--- src/sv/pc_pkg.sv ---
package pc_pkg;

   localparam int MAX_VERTICES = 1024;
   localparam int COUNT_W      = $clog2(MAX_VERTICES + 1);

   localparam int QUEUE_DEPTH  = 4;
   localparam int QUEUE_PTR_W  = $clog2(QUEUE_DEPTH);
   localparam int QUEUE_CNT_W  = $clog2(QUEUE_DEPTH + 1);

   localparam int EDGE_W       = 17;
   localparam int CROSS_W      = 48;
   localparam int MOMENT_W     = 64;
   localparam int DEN_W        = 50;
   localparam int DIV_CNT_W    = $clog2(MOMENT_W);

   localparam logic [1:0] STATUS_OK         = 2'd0;
   localparam logic [1:0] STATUS_DEGENERATE = 2'd1;
   localparam logic [1:0] STATUS_OVERFLOW   = 2'd2;

   typedef struct packed {
      logic signed [15:0] vertex_x;
      logic signed [15:0] vertex_y;
      logic               last_vertex;
   } req_type;

   typedef struct packed {
      logic signed [15:0] centroid_x;
      logic signed [15:0] centroid_y;
      logic [1:0]         status;
   } rsp_type;

   typedef struct packed {
      logic                     acc;
      logic                     last;
      logic [1:0]               cls;
      logic signed [15:0]       ref_x;
      logic signed [15:0]       ref_y;
      logic signed [EDGE_W-1:0] e1x;
      logic signed [EDGE_W-1:0] e1y;
      logic signed [EDGE_W-1:0] e2x;
      logic signed [EDGE_W-1:0] e2y;
   } job_type;

endpackage

--- src/sv/polygon_centroid_core.sv ---
// Streaming polygon centroid by triangle fan. Send one vertex per request in signed
// Q12.4 with last_vertex set on the final one; one result follows each last vertex.
// Vertices are accepted while the four-entry job queue has room. From the third vertex
// of a polygon on, each vertex is a job for the back end, which takes it when idle and
// then works it through states M0 to M5 on its single shared 35x18 multiplier, so it
// takes no new vertex before it is through with the last. The last vertex then passes
// the classification state, and for a polygon with nonzero area the bit-serial divider
// and sign restore and saturation; the output register is loaded once the output is
// free. Status 1 flags fewer than three vertices or zero area, status 2 flags vertices
// beyond MAX_VERTICES; both give zero centroids.
module polygon_centroid_core import pc_pkg::*; (
   input  logic    clock,
   input  logic    reset,
   input  logic    req_valid,
   output logic    req_stall,
   input  req_type req_data,
   output logic    rsp_valid,
   input  logic    rsp_stall,
   output rsp_type rsp_data
);

   logic    job_push, job_pop, queue_full, queue_empty;
   job_type push_job, pop_job;

   pc_front u_front (
      .clock      (clock),
      .reset      (reset),
      .req_valid  (req_valid),
      .req_stall  (req_stall),
      .req_data   (req_data),
      .job_push   (job_push),
      .job        (push_job),
      .queue_full (queue_full)
   );

   pc_queue u_queue (
      .clock    (clock),
      .reset    (reset),
      .push     (job_push),
      .push_job (push_job),
      .full     (queue_full),
      .pop      (job_pop),
      .pop_job  (pop_job),
      .empty    (queue_empty)
   );

   pc_back u_back (
      .clock     (clock),
      .reset     (reset),
      .job_valid (!queue_empty),
      .job       (pop_job),
      .job_pop   (job_pop),
      .rsp_valid (rsp_valid),
      .rsp_stall (rsp_stall),
      .rsp_data  (rsp_data)
   );

endmodule

--- src/sv/pc_queue.sv ---
module pc_queue import pc_pkg::*; (
   input  logic    clock,
   input  logic    reset,
   input  logic    push,
   input  job_type push_job,
   output logic    full,
   input  logic    pop,
   output job_type pop_job,
   output logic    empty
);

   job_type                slot_ff [QUEUE_DEPTH];
   logic [QUEUE_PTR_W-1:0] wr_ptr_ff, wr_ptr_in;
   logic [QUEUE_PTR_W-1:0] rd_ptr_ff, rd_ptr_in;
   logic [QUEUE_CNT_W-1:0] count_ff, count_in;

   assign full    = (count_ff == QUEUE_CNT_W'(QUEUE_DEPTH));
   assign empty   = (count_ff == '0);
   assign pop_job = slot_ff[rd_ptr_ff];

   always_comb begin
      wr_ptr_in = push ? wr_ptr_ff + 1'b1 : wr_ptr_ff;
      rd_ptr_in = pop  ? rd_ptr_ff + 1'b1 : rd_ptr_ff;
      count_in  = count_ff;
      if (push && !pop) begin
         count_in = count_ff + 1'b1;
      end else if (pop && !push) begin
         count_in = count_ff - 1'b1;
      end
   end

   always_ff @(posedge clock) begin
      if (reset) begin
         wr_ptr_ff <= '0;
         rd_ptr_ff <= '0;
         count_ff  <= '0;
      end else begin
         wr_ptr_ff <= wr_ptr_in;
         rd_ptr_ff <= rd_ptr_in;
         count_ff  <= count_in;
      end
   end

   always_ff @(posedge clock) begin
      if (push) begin
         slot_ff[wr_ptr_ff] <= push_job;
      end
   end

`ifndef ASSERT_OFF
   a_no_push_full: assert property (@(posedge clock) disable iff (reset) push |-> !full)
      else $error("queue push while full");
   a_no_pop_empty: assert property (@(posedge clock) disable iff (reset) pop |-> !empty)
      else $error("queue pop while empty");
   a_ptr_match: assert property (@(posedge clock) disable iff (reset)
      (empty || full) |-> (wr_ptr_ff == rd_ptr_ff))
      else $error("queue pointers disagree with count");
`endif

endmodule

--- src/sv/pc_front.sv ---
module pc_front import pc_pkg::*; (
   input  logic    clock,
   input  logic    reset,
   input  logic    req_valid,
   output logic    req_stall,
   input  req_type req_data,
   output logic    job_push,
   output job_type job,
   input  logic    queue_full
);

   logic [COUNT_W-1:0] count_ff, count_in;
   logic               ovf_ff, ovf_in;
   logic signed [15:0] ref_x_ff, ref_x_in, ref_y_ff, ref_y_in;
   logic signed [15:0] prev_x_ff, prev_x_in, prev_y_ff, prev_y_in;

   logic               accept, over, acc;
   logic [COUNT_W-1:0] count_new;

   assign req_stall = queue_full;
   assign accept    = req_valid && !queue_full;
   assign over      = (count_ff == COUNT_W'(MAX_VERTICES));
   assign acc       = !over && (count_ff >= COUNT_W'(2));
   assign count_new = over ? count_ff : count_ff + 1'b1;

   always_comb begin
      count_in  = count_ff;
      ovf_in    = ovf_ff;
      ref_x_in  = ref_x_ff;
      ref_y_in  = ref_y_ff;
      prev_x_in = prev_x_ff;
      prev_y_in = prev_y_ff;
      if (accept) begin
         if (over) begin
            ovf_in = 1'b1;
         end else begin
            if (count_ff == '0) begin
               ref_x_in = req_data.vertex_x;
               ref_y_in = req_data.vertex_y;
            end
            prev_x_in = req_data.vertex_x;
            prev_y_in = req_data.vertex_y;
            count_in  = count_new;
         end
         if (req_data.last_vertex) begin
            count_in = '0;
            ovf_in   = 1'b0;
         end
      end
   end

   always_comb begin
      job.acc   = acc;
      job.last  = req_data.last_vertex;
      job.ref_x = ref_x_in;
      job.ref_y = ref_y_in;
      job.e1x   = {prev_x_ff[15], prev_x_ff} - {ref_x_ff[15], ref_x_ff};
      job.e1y   = {prev_y_ff[15], prev_y_ff} - {ref_y_ff[15], ref_y_ff};
      job.e2x   = {req_data.vertex_x[15], req_data.vertex_x} - {ref_x_ff[15], ref_x_ff};
      job.e2y   = {req_data.vertex_y[15], req_data.vertex_y} - {ref_y_ff[15], ref_y_ff};
      if (over || ovf_ff) begin
         job.cls = STATUS_OVERFLOW;
      end else if (count_new < COUNT_W'(3)) begin
         job.cls = STATUS_DEGENERATE;
      end else begin
         job.cls = STATUS_OK;
      end
   end

   assign job_push = accept && (acc || req_data.last_vertex);

   always_ff @(posedge clock) begin
      if (reset) begin
         count_ff <= '0;
         ovf_ff   <= 1'b0;
      end else begin
         count_ff <= count_in;
         ovf_ff   <= ovf_in;
      end
   end

   always_ff @(posedge clock) begin
      ref_x_ff  <= ref_x_in;
      ref_y_ff  <= ref_y_in;
      prev_x_ff <= prev_x_in;
      prev_y_ff <= prev_y_in;
   end

endmodule

--- src/sv/pc_back.sv ---
module pc_back import pc_pkg::*; (
   input  logic    clock,
   input  logic    reset,
   input  logic    job_valid,
   input  job_type job,
   output logic    job_pop,
   output logic    rsp_valid,
   input  logic    rsp_stall,
   output rsp_type rsp_data
);

   localparam logic [3:0] S_IDLE = 4'd0;
   localparam logic [3:0] S_M0   = 4'd1;
   localparam logic [3:0] S_M1   = 4'd2;
   localparam logic [3:0] S_M2   = 4'd3;
   localparam logic [3:0] S_M3   = 4'd4;
   localparam logic [3:0] S_M4   = 4'd5;
   localparam logic [3:0] S_M5   = 4'd6;
   localparam logic [3:0] S_FIN  = 4'd7;
   localparam logic [3:0] S_DIV  = 4'd8;
   localparam logic [3:0] S_FIX  = 4'd9;
   localparam logic [3:0] S_EMIT = 4'd10;

   logic [3:0]                 state_ff, state_in;
   job_type                    work_ff, work_in;
   logic signed [52:0]         prod_ff, prod_in;
   logic signed [33:0]         p0_ff, p0_in;
   logic signed [34:0]         d_ff, d_in;
   logic signed [CROSS_W-1:0]  cross_ff, cross_in;
   logic signed [MOMENT_W-1:0] mx_ff, mx_in, my_ff, my_in;
   logic [MOMENT_W-1:0]        num_x_ff, num_x_in, num_y_ff, num_y_in;
   logic [DEN_W-1:0]           rem_x_ff, rem_x_in, rem_y_ff, rem_y_in;
   logic [DEN_W-1:0]           den_ff, den_in;
   logic                       neg_x_ff, neg_x_in, neg_y_ff, neg_y_in;
   logic [DIV_CNT_W-1:0]       div_cnt_ff, div_cnt_in;
   rsp_type                    res_ff, res_in;
   logic                       rsp_valid_ff, rsp_valid_in;
   rsp_type                    rsp_ff, rsp_in;

   logic signed [34:0]         mul_a;
   logic signed [17:0]         mul_b;
   logic signed [17:0]         sum_x, sum_y;
   logic signed [DEN_W-1:0]    cross3;
   logic [DEN_W:0]             sh_x, sh_y;
   logic                       ge_x, ge_y;
   logic                       out_free, emit_fire;

   function automatic logic signed [15:0] fix_centroid(input logic [MOMENT_W-1:0] q,
                                                       input logic neg,
                                                       input logic signed [15:0] base);
      logic signed [65:0] v;
      logic signed [65:0] s;
      v = $signed({2'b00, q});
      if (neg) begin
         v = -v;
      end
      s = v + {{50{base[15]}}, base};
      if (s > 66'sd32767) begin
         return 16'sh7fff;
      end else if (s < -66'sd32768) begin
         return 16'sh8000;
      end
      return s[15:0];
   endfunction

   assign sum_x    = {work_ff.e1x[16], work_ff.e1x} + {work_ff.e2x[16], work_ff.e2x};
   assign sum_y    = {work_ff.e1y[16], work_ff.e1y} + {work_ff.e2y[16], work_ff.e2y};
   assign cross3   = {{2{cross_ff[CROSS_W-1]}}, cross_ff}
                   + {cross_ff[CROSS_W-1], cross_ff, 1'b0};
   assign sh_x     = {rem_x_ff, num_x_ff[MOMENT_W-1]};
   assign sh_y     = {rem_y_ff, num_y_ff[MOMENT_W-1]};
   assign ge_x     = (sh_x >= {1'b0, den_ff});
   assign ge_y     = (sh_y >= {1'b0, den_ff});
   assign out_free = !rsp_valid_ff || !rsp_stall;
   assign emit_fire = (state_ff == S_EMIT) && out_free;
   assign job_pop  = (state_ff == S_IDLE) && job_valid;

   always_comb begin
      case (state_ff)
         S_M0: begin
            mul_a = {{18{work_ff.e1x[16]}}, work_ff.e1x};
            mul_b = {work_ff.e2y[16], work_ff.e2y};
         end
         S_M1: begin
            mul_a = {{18{work_ff.e1y[16]}}, work_ff.e1y};
            mul_b = {work_ff.e2x[16], work_ff.e2x};
         end
         S_M3: begin
            mul_a = d_ff;
            mul_b = sum_x;
         end
         S_M4: begin
            mul_a = d_ff;
            mul_b = sum_y;
         end
         default: begin
            mul_a = '0;
            mul_b = '0;
         end
      endcase
      prod_in = mul_a * mul_b;
   end

   always_comb begin
      state_in     = state_ff;
      work_in      = work_ff;
      p0_in        = p0_ff;
      d_in         = d_ff;
      cross_in     = cross_ff;
      mx_in        = mx_ff;
      my_in        = my_ff;
      num_x_in     = num_x_ff;
      num_y_in     = num_y_ff;
      rem_x_in     = rem_x_ff;
      rem_y_in     = rem_y_ff;
      den_in       = den_ff;
      neg_x_in     = neg_x_ff;
      neg_y_in     = neg_y_ff;
      div_cnt_in   = div_cnt_ff;
      res_in       = res_ff;
      rsp_in       = rsp_ff;
      rsp_valid_in = rsp_valid_ff && rsp_stall;
      case (state_ff)
         S_IDLE: begin
            if (job_valid) begin
               work_in  = job;
               state_in = job.acc ? S_M0 : S_FIN;
            end
         end
         S_M0: begin
            state_in = S_M1;
         end
         S_M1: begin
            p0_in    = prod_ff[33:0];
            state_in = S_M2;
         end
         S_M2: begin
            d_in     = {p0_ff[33], p0_ff} - {prod_ff[33], prod_ff[33:0]};
            state_in = S_M3;
         end
         S_M3: begin
            state_in = S_M4;
         end
         S_M4: begin
            mx_in    = mx_ff + {{11{prod_ff[52]}}, prod_ff};
            state_in = S_M5;
         end
         S_M5: begin
            my_in    = my_ff + {{11{prod_ff[52]}}, prod_ff};
            cross_in = cross_ff + {{13{d_ff[34]}}, d_ff};
            state_in = work_ff.last ? S_FIN : S_IDLE;
         end
         S_FIN: begin
            if (work_ff.cls == STATUS_OK && cross_ff != '0) begin
               num_x_in   = mx_ff[MOMENT_W-1] ? MOMENT_W'(-mx_ff) : MOMENT_W'(mx_ff);
               num_y_in   = my_ff[MOMENT_W-1] ? MOMENT_W'(-my_ff) : MOMENT_W'(my_ff);
               den_in     = cross3[DEN_W-1] ? DEN_W'(-cross3) : DEN_W'(cross3);
               neg_x_in   = mx_ff[MOMENT_W-1] ^ cross_ff[CROSS_W-1];
               neg_y_in   = my_ff[MOMENT_W-1] ^ cross_ff[CROSS_W-1];
               rem_x_in   = '0;
               rem_y_in   = '0;
               div_cnt_in = '0;
               state_in   = S_DIV;
            end else begin
               res_in.centroid_x = '0;
               res_in.centroid_y = '0;
               res_in.status     = (work_ff.cls == STATUS_OK) ? STATUS_DEGENERATE
                                                              : work_ff.cls;
               state_in          = S_EMIT;
            end
         end
         S_DIV: begin
            rem_x_in   = ge_x ? DEN_W'(sh_x - {1'b0, den_ff}) : sh_x[DEN_W-1:0];
            rem_y_in   = ge_y ? DEN_W'(sh_y - {1'b0, den_ff}) : sh_y[DEN_W-1:0];
            num_x_in   = {num_x_ff[MOMENT_W-2:0], ge_x};
            num_y_in   = {num_y_ff[MOMENT_W-2:0], ge_y};
            div_cnt_in = div_cnt_ff + 1'b1;
            if (div_cnt_ff == DIV_CNT_W'(MOMENT_W - 1)) begin
               state_in = S_FIX;
            end
         end
         S_FIX: begin
            res_in.centroid_x = fix_centroid(num_x_ff, neg_x_ff, work_ff.ref_x);
            res_in.centroid_y = fix_centroid(num_y_ff, neg_y_ff, work_ff.ref_y);
            res_in.status     = STATUS_OK;
            state_in          = S_EMIT;
         end
         S_EMIT: begin
            if (out_free) begin
               rsp_in       = res_ff;
               rsp_valid_in = 1'b1;
               cross_in     = '0;
               mx_in        = '0;
               my_in        = '0;
               state_in     = S_IDLE;
            end
         end
         default: begin
            state_in = S_IDLE;
         end
      endcase
   end

   always_ff @(posedge clock) begin
      if (reset) begin
         state_ff     <= S_IDLE;
         rsp_valid_ff <= 1'b0;
         cross_ff     <= '0;
         mx_ff        <= '0;
         my_ff        <= '0;
      end else begin
         state_ff     <= state_in;
         rsp_valid_ff <= rsp_valid_in;
         cross_ff     <= cross_in;
         mx_ff        <= mx_in;
         my_ff        <= my_in;
      end
   end

   always_ff @(posedge clock) begin
      work_ff    <= work_in;
      prod_ff    <= prod_in;
      p0_ff      <= p0_in;
      d_ff       <= d_in;
      num_x_ff   <= num_x_in;
      num_y_ff   <= num_y_in;
      rem_x_ff   <= rem_x_in;
      rem_y_ff   <= rem_y_in;
      den_ff     <= den_in;
      neg_x_ff   <= neg_x_in;
      neg_y_ff   <= neg_y_in;
      div_cnt_ff <= div_cnt_in;
      res_ff     <= res_in;
      rsp_ff     <= rsp_in;
   end

   assign rsp_valid = rsp_valid_ff;
   assign rsp_data  = rsp_ff;

`ifndef ASSERT_OFF
   a_clear_after_emit: assert property (@(posedge clock) disable iff (reset)
      emit_fire |=> (cross_ff == '0 && mx_ff == '0 && my_ff == '0))
      else $error("accumulators not cleared after result");
   a_div_nonzero: assert property (@(posedge clock) disable iff (reset)
      (state_ff == S_DIV) |-> (den_ff != '0))
      else $error("division with zero divisor");
   a_bad_status_zero: assert property (@(posedge clock) disable iff (reset)
      (rsp_valid_ff && rsp_ff.status != STATUS_OK)
         |-> (rsp_ff.centroid_x == '0 && rsp_ff.centroid_y == '0))
      else $error("nonzero centroid on failed polygon");
`endif

endmodule

--- config.mk ---
export PLATFORM = sky130hd
export DESIGN_NAME = polygon_centroid_core
export DESIGN_NICKNAME = d
export VERILOG_FILES = /design/src/sv/pc_pkg.sv /design/src/sv/polygon_centroid_core.sv /design/src/sv/pc_queue.sv /design/src/sv/pc_front.sv /design/src/sv/pc_back.sv
export SDC_FILE = /design/constraint.sdc
export NUM_CORES = 2
export LEC_CHECK = 0
export BUFFER_PORTS_ARGS = -buffer_cell sky130_fd_sc_hd__buf_2
export CORE_ASPECT_RATIO = 1.2
export CORE_MARGIN = 2
export CORE_UTILIZATION = 50
export DETAILED_ROUTE_END_ITERATION = 7
export PLACE_DENSITY = 0.7
export SYNTH_ARGS = -nofsm -noshare
export SYNTH_HDL_FRONTEND = slang
export SYNTH_SLANG_ARGS = --single-unit
--- constraint.sdc ---
create_clock -name clock -period 38 [get_ports clock]
set_clock_uncertainty 0.15 [all_clocks]
set_input_delay 3.8 -clock clock [delete_from_list [all_inputs] [get_ports clock]]
set_output_delay 3.8 -clock clock [all_outputs]
set_load 0.02 [all_outputs]
# Word-level counts from Yosys, hierarchy flattened
# Memory sizes are Yosys's and may differ from the RTL's. A register that Yosys moved wholly into a read port is not among the register bits.
# Cells that the tools add are included.
classes:
  addsub: 26
  mul: 1
  n_lt_le_gt_ge: 8
  eq_ne: 19
  n_mux: 68
  n_bitwise: 4
  reduce_logical: 41
op_table:
  columns: ["operator", "n"]
  rows:
  - ["$pmux 64 s2", 4]
  - ["$mux 64", 5]
  - ["$mux 66", 4]
  - ["$pmux 50 s2", 2]
  - ["$mux 16", 12]
  - ["$mux 50", 3]
  - ["$add 66x66->66", 2]
  - ["$gt 66x16->1 const B", 2]
  - ["$lt 66x16->1 const B", 2]
  - ["$neg 64->66", 2]
  - ["$add 64x64->64", 2]
  - ["$neg 64->64", 2]
  - ["$pmux 35 s3", 1]
  - ["$ge 51x50->1", 2]
  - ["$sub 50x50->50", 2]
  - ["$pmux 48 s2", 1]
  - ["$pmux 18 s4", 1]
  - ["$pmux 34 s2", 1]
  - ["$sub 16x16->17", 4]
  - ["$mul 35x18->53", 1]
  - ["$add 48x49->50", 1]
  - ["$neg 50->50", 1]
  - ["$mux 49", 1]
  - ["$add 48x48->48", 1]
  - ["42 further kinds", 108]
word_totals:
  register_bits: 843
  ramBits: 416
  inputBits: 37
  out_inout_bits: 36
  elab_cells: 208
  n_memories: 1
mem_list:
  columns: ["memory", "words", "word_bits", "read_ports", "rd_ports_with_merged_regs", "write_ports", "line_no", "text"]
  rows:
  - ["u_queue.slot_ff", 4, 104, 1, 1, 1, "pc_queue.sv:12", "job_type slot_ff [QUEUE_DEPTH];"]

# Depth between registers and ports, before layout
depth:
  ltp_word: 10
  ltp_mapped: 42
  mapped_depth_nobuf: 42

# Cells and area by module
# A second synthesis with hierarchy kept.
hier_totals:
  hier_cells: 11160
  area_unflattened_um2: 105986.6
modules_own_cells:
  columns: ["module", "n_inst", "cells_per_inst", "area_each_um2", "seq_area_each_um2"]
  rows:
  - ["pc_back", 1, 9886, 84339.6, 20479.6]
  - ["pc_queue", 1, 588, 15453.6, 12672.2]
  - ["pc_front", 1, 685, 6189.7, 1841.8]
  - ["polygon_centroid_core", 1, 1, 3.8, 0.0]

# Least setup slack after synthesis
# No wires, ideal clock.
synth_timing:
  path_kind: "reg-to-reg"
  from: "reg u_back.state_ff[0]"
  to: "reg u_queue.count_ff[2]"
  setup_ns: 0.070
  arrival_ns: 12.424
  t_required_ns: 37.780
  slack_ns: 25.355
  path_stages_with_launch: 11
  n_path_buf: 2
  synth_period_minus_slack_ns: 12.645
  path_cell_list: "dfxtp_1 clkbuf_1 buf_1 nor4_1 inv_1 ha_1 inv_1 fa_1 xor2_1 or3_1 a21oi_1"
synth_between:
  elab_chain_len: 5
  word_cells_on_any_way: 7
  classes_between: "mux (1); reduce/logical (6)"
synth_rtl:
  columns: ["element", "line_no", "text"]
  rows:
  - ["from (decl)", "pc_back.sv:24", "logic [3:0] state_ff, state_in;"]
  - ["from (signal assigned)", "pc_back.sv:212", "state_ff <= state_in;"]
  - ["$logic_not 4->1 *", "pc_back.sv:76", "assign job_pop = (state_ff == S_IDLE) && job_valid;"]
  - ["$logic_and 1x1->1 *", "pc_back.sv:76", null]
  - ["net job_pop", "polygon_centroid_core.sv:22", "logic job_push, job_pop, queue_full, queue_empty;"]
  - ["$logic_not 1->1", "pc_queue.sv:25", "if (push && !pop) begin"]
  - ["$logic_and 1x1->1", "pc_queue.sv:25", null]
  - ["$mux 3 / $reduce_bool 2->1 (equally long branches)", null, null]
  - ["to (signal assigned)", "pc_queue.sv:40", "count_ff <= count_in;"]
  - ["to (decl)", "pc_queue.sv:15", "logic [QUEUE_CNT_W-1:0] count_ff, count_in;"]
# Mark *: on every way through the listed nets, which the timed path passes. The rest lies on a longest branch.
# A chain may end at the register's enable or synchronous reset.

# Final worst setup path
layout_timing:
  from: "reg u_back.work_ff[17] (netlist bit)"
  to: "reg u_back.prod_ff[46]"
layout_between:
  elab_chain_len: 3
layout_rtl:
  columns: ["element", "line_no", "text"]
  rows:
  - ["from (decl)", "pc_back.sv:25", "job_type work_ff, work_in;"]
  - ["from (signal assigned)", "pc_back.sv:221", "work_ff <= work_in;"]
  - ["$add 17x17->18", "pc_back.sv:66", "assign sum_x = {work_ff.e1x[16], work_ff.e1x} + {work_ff.e2x[16], work_ff.e2x};"]
  - ["$pmux 18 s4 *", "pc_back.sv:79", "case (state_ff)"]
  - ["$mul 35x18->53 *", "pc_back.sv:101", "prod_in = mul_a * mul_b;"]
  - ["net u_back.prod_in[46]", "pc_back.sv:26", "logic signed [52:0] prod_ff, prod_in;"]
  - ["to (signal assigned)", "pc_back.sv:222", "prod_ff <= prod_in;"]
  - ["to (decl)", "pc_back.sv:26", null]
# Marked as above.

==> key figures <==
Drt
  • Vias per cell: roughly 6.0
  • Wire length per cell: 22.0 um
  • Antenna viol nets, final: 0
  • Routed Wire Length: about 300000 um
  • First-pass DRT Iterations: 6
  • DR DRC count: 0
  • Total number of vias: roughly 82000
  • DR iter-0 viols: 5935

Synth
  • Synth cell count leaders: nand2_1, inv_1, edfxtp_1
  • Cells after Synth: approximately 11000
  • Synth top area cells: edfxtp_1, fa_1, ha_1
  • Post-synth ARST share: 0%
  • Area leader, netlist: edfxtp_1
  • Syn_nets: between 10000 and 15000
  • Most common cell in the netlist: nand2_1
  • EDFF count, synth: ~970
  • Synthesized area: 104000 sq um
  • Synth warn: 0
  • Top cell type's share of synthesized area: between 20% and 30%
  • Ys flop type: edfxtp_1
  • Netlist cell types: 102
  • Register area share after synthesis: 33.5%
  • Syn Area/Cell: around 9.5 sq um
  • #FFs+latches synth: approximately 1300

Timing
  • Final Cycle Share: roughly 29%
  • Worst-margin pin slew: approximately 1.3 ns
  • Relative slew slack: about 14%
  • Tmin final: 10.83 ns
  • Final Hold Fails: 0
  • Final setup viols: 0
  • Unrepaired setup endpoints after global routing: false
  • FMAX: 92.3 MHz
  • Fin Setup TNS: 0 ns
  • Fin. max-slew vios: 0

Floorplanning
  • I/O pins: 73
  • Die ar.: around 210000 sq um
  • Core ar.: between 200000 and 250000 sq um
  • Die Y: around 500 um
  • Initial Utilization: approximately 50%
  • Chip width: approximately 420 um
  • Row count: approximately 180

Clocking
  • Num CTS Buffers: between 100 and 150
  • Post_cts resized: 0
  • CTS tree: built
  • Clock transition at the registers of the reported paths: 0.07 ns
  • Clock tree root buffer cell: clkbuf_16
  • CTS max path bufs: 3
  • Latest clock arrival within the worst-skew pair: between 0.8 and 0.9 ns
  • Hold-fix buffers at CTS: 0
  • H-tree levels: 4
  • Num Clock Sinks: around 1300
  • Post-CTS Setup Bufs: 0

Worst setup path
  • CP peak stage delay: 0.59 ns
  • Worst setup EP type: flop
  • Critical R2R Launch: u_back.work_ff[17]
  • Critical Path Fanout Max: 35
  • Critical Path Start Type: flop
  • Setup CP Type: flop to flop
  • Crit. Startpoint: u_back.work_ff[17]
  • Worst R2R Path Depth: 40
  • CP Data Arrival Time: roughly 11 ns
  • CP required: ~39 ns
  • Most used cell, CP: fa_1
  • Slowest CP cell: o41ai_1

Worst hold path
  • Worst Hold Launch: u_back.res_ff[11]
  • Worst min-delay path category: flop to flop
  • Hold Crit Depth: 0

GRT
  • Vias in the first global route: approximately 82000
  • Gr usage total: between 20% and 30%
  • GRT overflow: 0
  • Initial antenna violation count: 11
  • First-pass GRT wire length: around 470000 um
  • Largest net degree at the start of global routing: ~110

Placed design
  • RD Place Congestion: around 0.98
  • DP Wirelength: between 200000 and 250000 um
  • Port Buffers: ~70

Finish
  • Area grow syn2layout: 7.44%
  • Fin nets: roughly 12000
  • Layout cells sized above 1: ~5.8%

Status
  • Status: completed

Run
  • Max-cap violations: 0
[critical path: cells and delay by family (launching register included)]
kind                       cells  cell delay (ns)
AOI/OAI and AO/OA             19             4.42
xor gates and xnor gates       2             0.31
adders and majority gates      9             4.01
buffers and inverters          5             0.70
DFF                            1             0.37
and+or+nand+nor                5             0.71
[flip-flops by register name, indices dropped and copies added, names as in the netlist, 53 cells and up, named ones only]
| name | cells |
|---|---|
| u_back.num_x_ff | 64 |
| u_back.my_ff | 64 |
| u_back.mx_ff | 64 |
| u_back.num_y_ff | 64 |
| u_queue.slot_ff | 416 |
| u_back.prod_ff | 53 |
| u_back.work_ff | 103 |
[routing by layer]
layer	vias to the layer above	GRT usage, %	part of all wire [%]
met3	643	4.14	5.0
met4	10	15.3	6.0
met2	2273	48.4	49
li1	38600	-	-
met1	40100	33.2	40
met5	-	0	0.022
[cells in the final DEF, fill, tap and decap left out, types with 311 or more instances in the layout]
master    netlist  final
xnor2_1       482    482
a21o_1        385    385
inv_1        1004   1004
fa_1          618    618
xor2_1        311    311
nand2_1      1154   1152
ha_1          745    745
nor2_1        874    868
o21ai_0       648    647
edfxtp_1      974    974
a21oi_1       670    670
[area by class of cell]
| type | instances | area (sq um) |
|---|---|---|
| clock buffer | 174 | 3680 |
| timing repair buffer | 158 | 1010 |
| multi-input combinational | 8228 | 64100 |
| fill | 18300 | 95100 |
| inverter | 1007 | 3780 |
| antenna | 9 | 22.5 |
| tap | 2775 | 3470 |
| clock inverter | 85 | 1030 |
| sequential | 1261 | 35000 |
[through the flow]
step,hold WS [ns],setup WS (ns),util (%),cells,cell area [sq um]
floorplan,0.250,25.36,-,10900,104000
finish,0.262,27.17,54.1,13700,112000
CTS,0.268,27.25,54.1,13700,112000
detailed placement,0.255,27.30,51.8,13400,107000
global placement,0.256,27.38,51.8,13400,107000
global route,0.274,26.47,54.1,13700,112000
[worst paths after layout]
kind                                            end  slack, ns
worst min register to register  u_back.rsp_data[11]       0.26
worst max-delay path             u_back.prod_ff[46]      27.17
worst min-delay path            u_back.rsp_data[11]       0.26
worst max register to register   u_back.prod_ff[46]      27.17
[logic make-up (layout without fill, tap and decap cells)]
| kind of cell | after synthesis | count (layout) | synth area share, % |
|---|---|---|---|
| AO/OA/AOI/OAI | 2721 | 2721 | 16.8 |
| flip-flops | 1261 | 1261 | 33.5 |
| adder cells (fa/ha/maj) | 1363 | 1363 | 20.8 |
| buffers and inverters | 1445 | 1424 | 5.23 |
| XOR/XNOR | 793 | 793 | 6.66 |
| other | 0 | 9 | 0 |
| AND/OR/NAND/NOR | 3187 | 3187 | 14.2 |
| multiplexers | 164 | 164 | 2.83 |
Power is left out: the tool's default activity adds up to more than one toggle a clock period on the data nets, which glitch-free logic cannot reach.
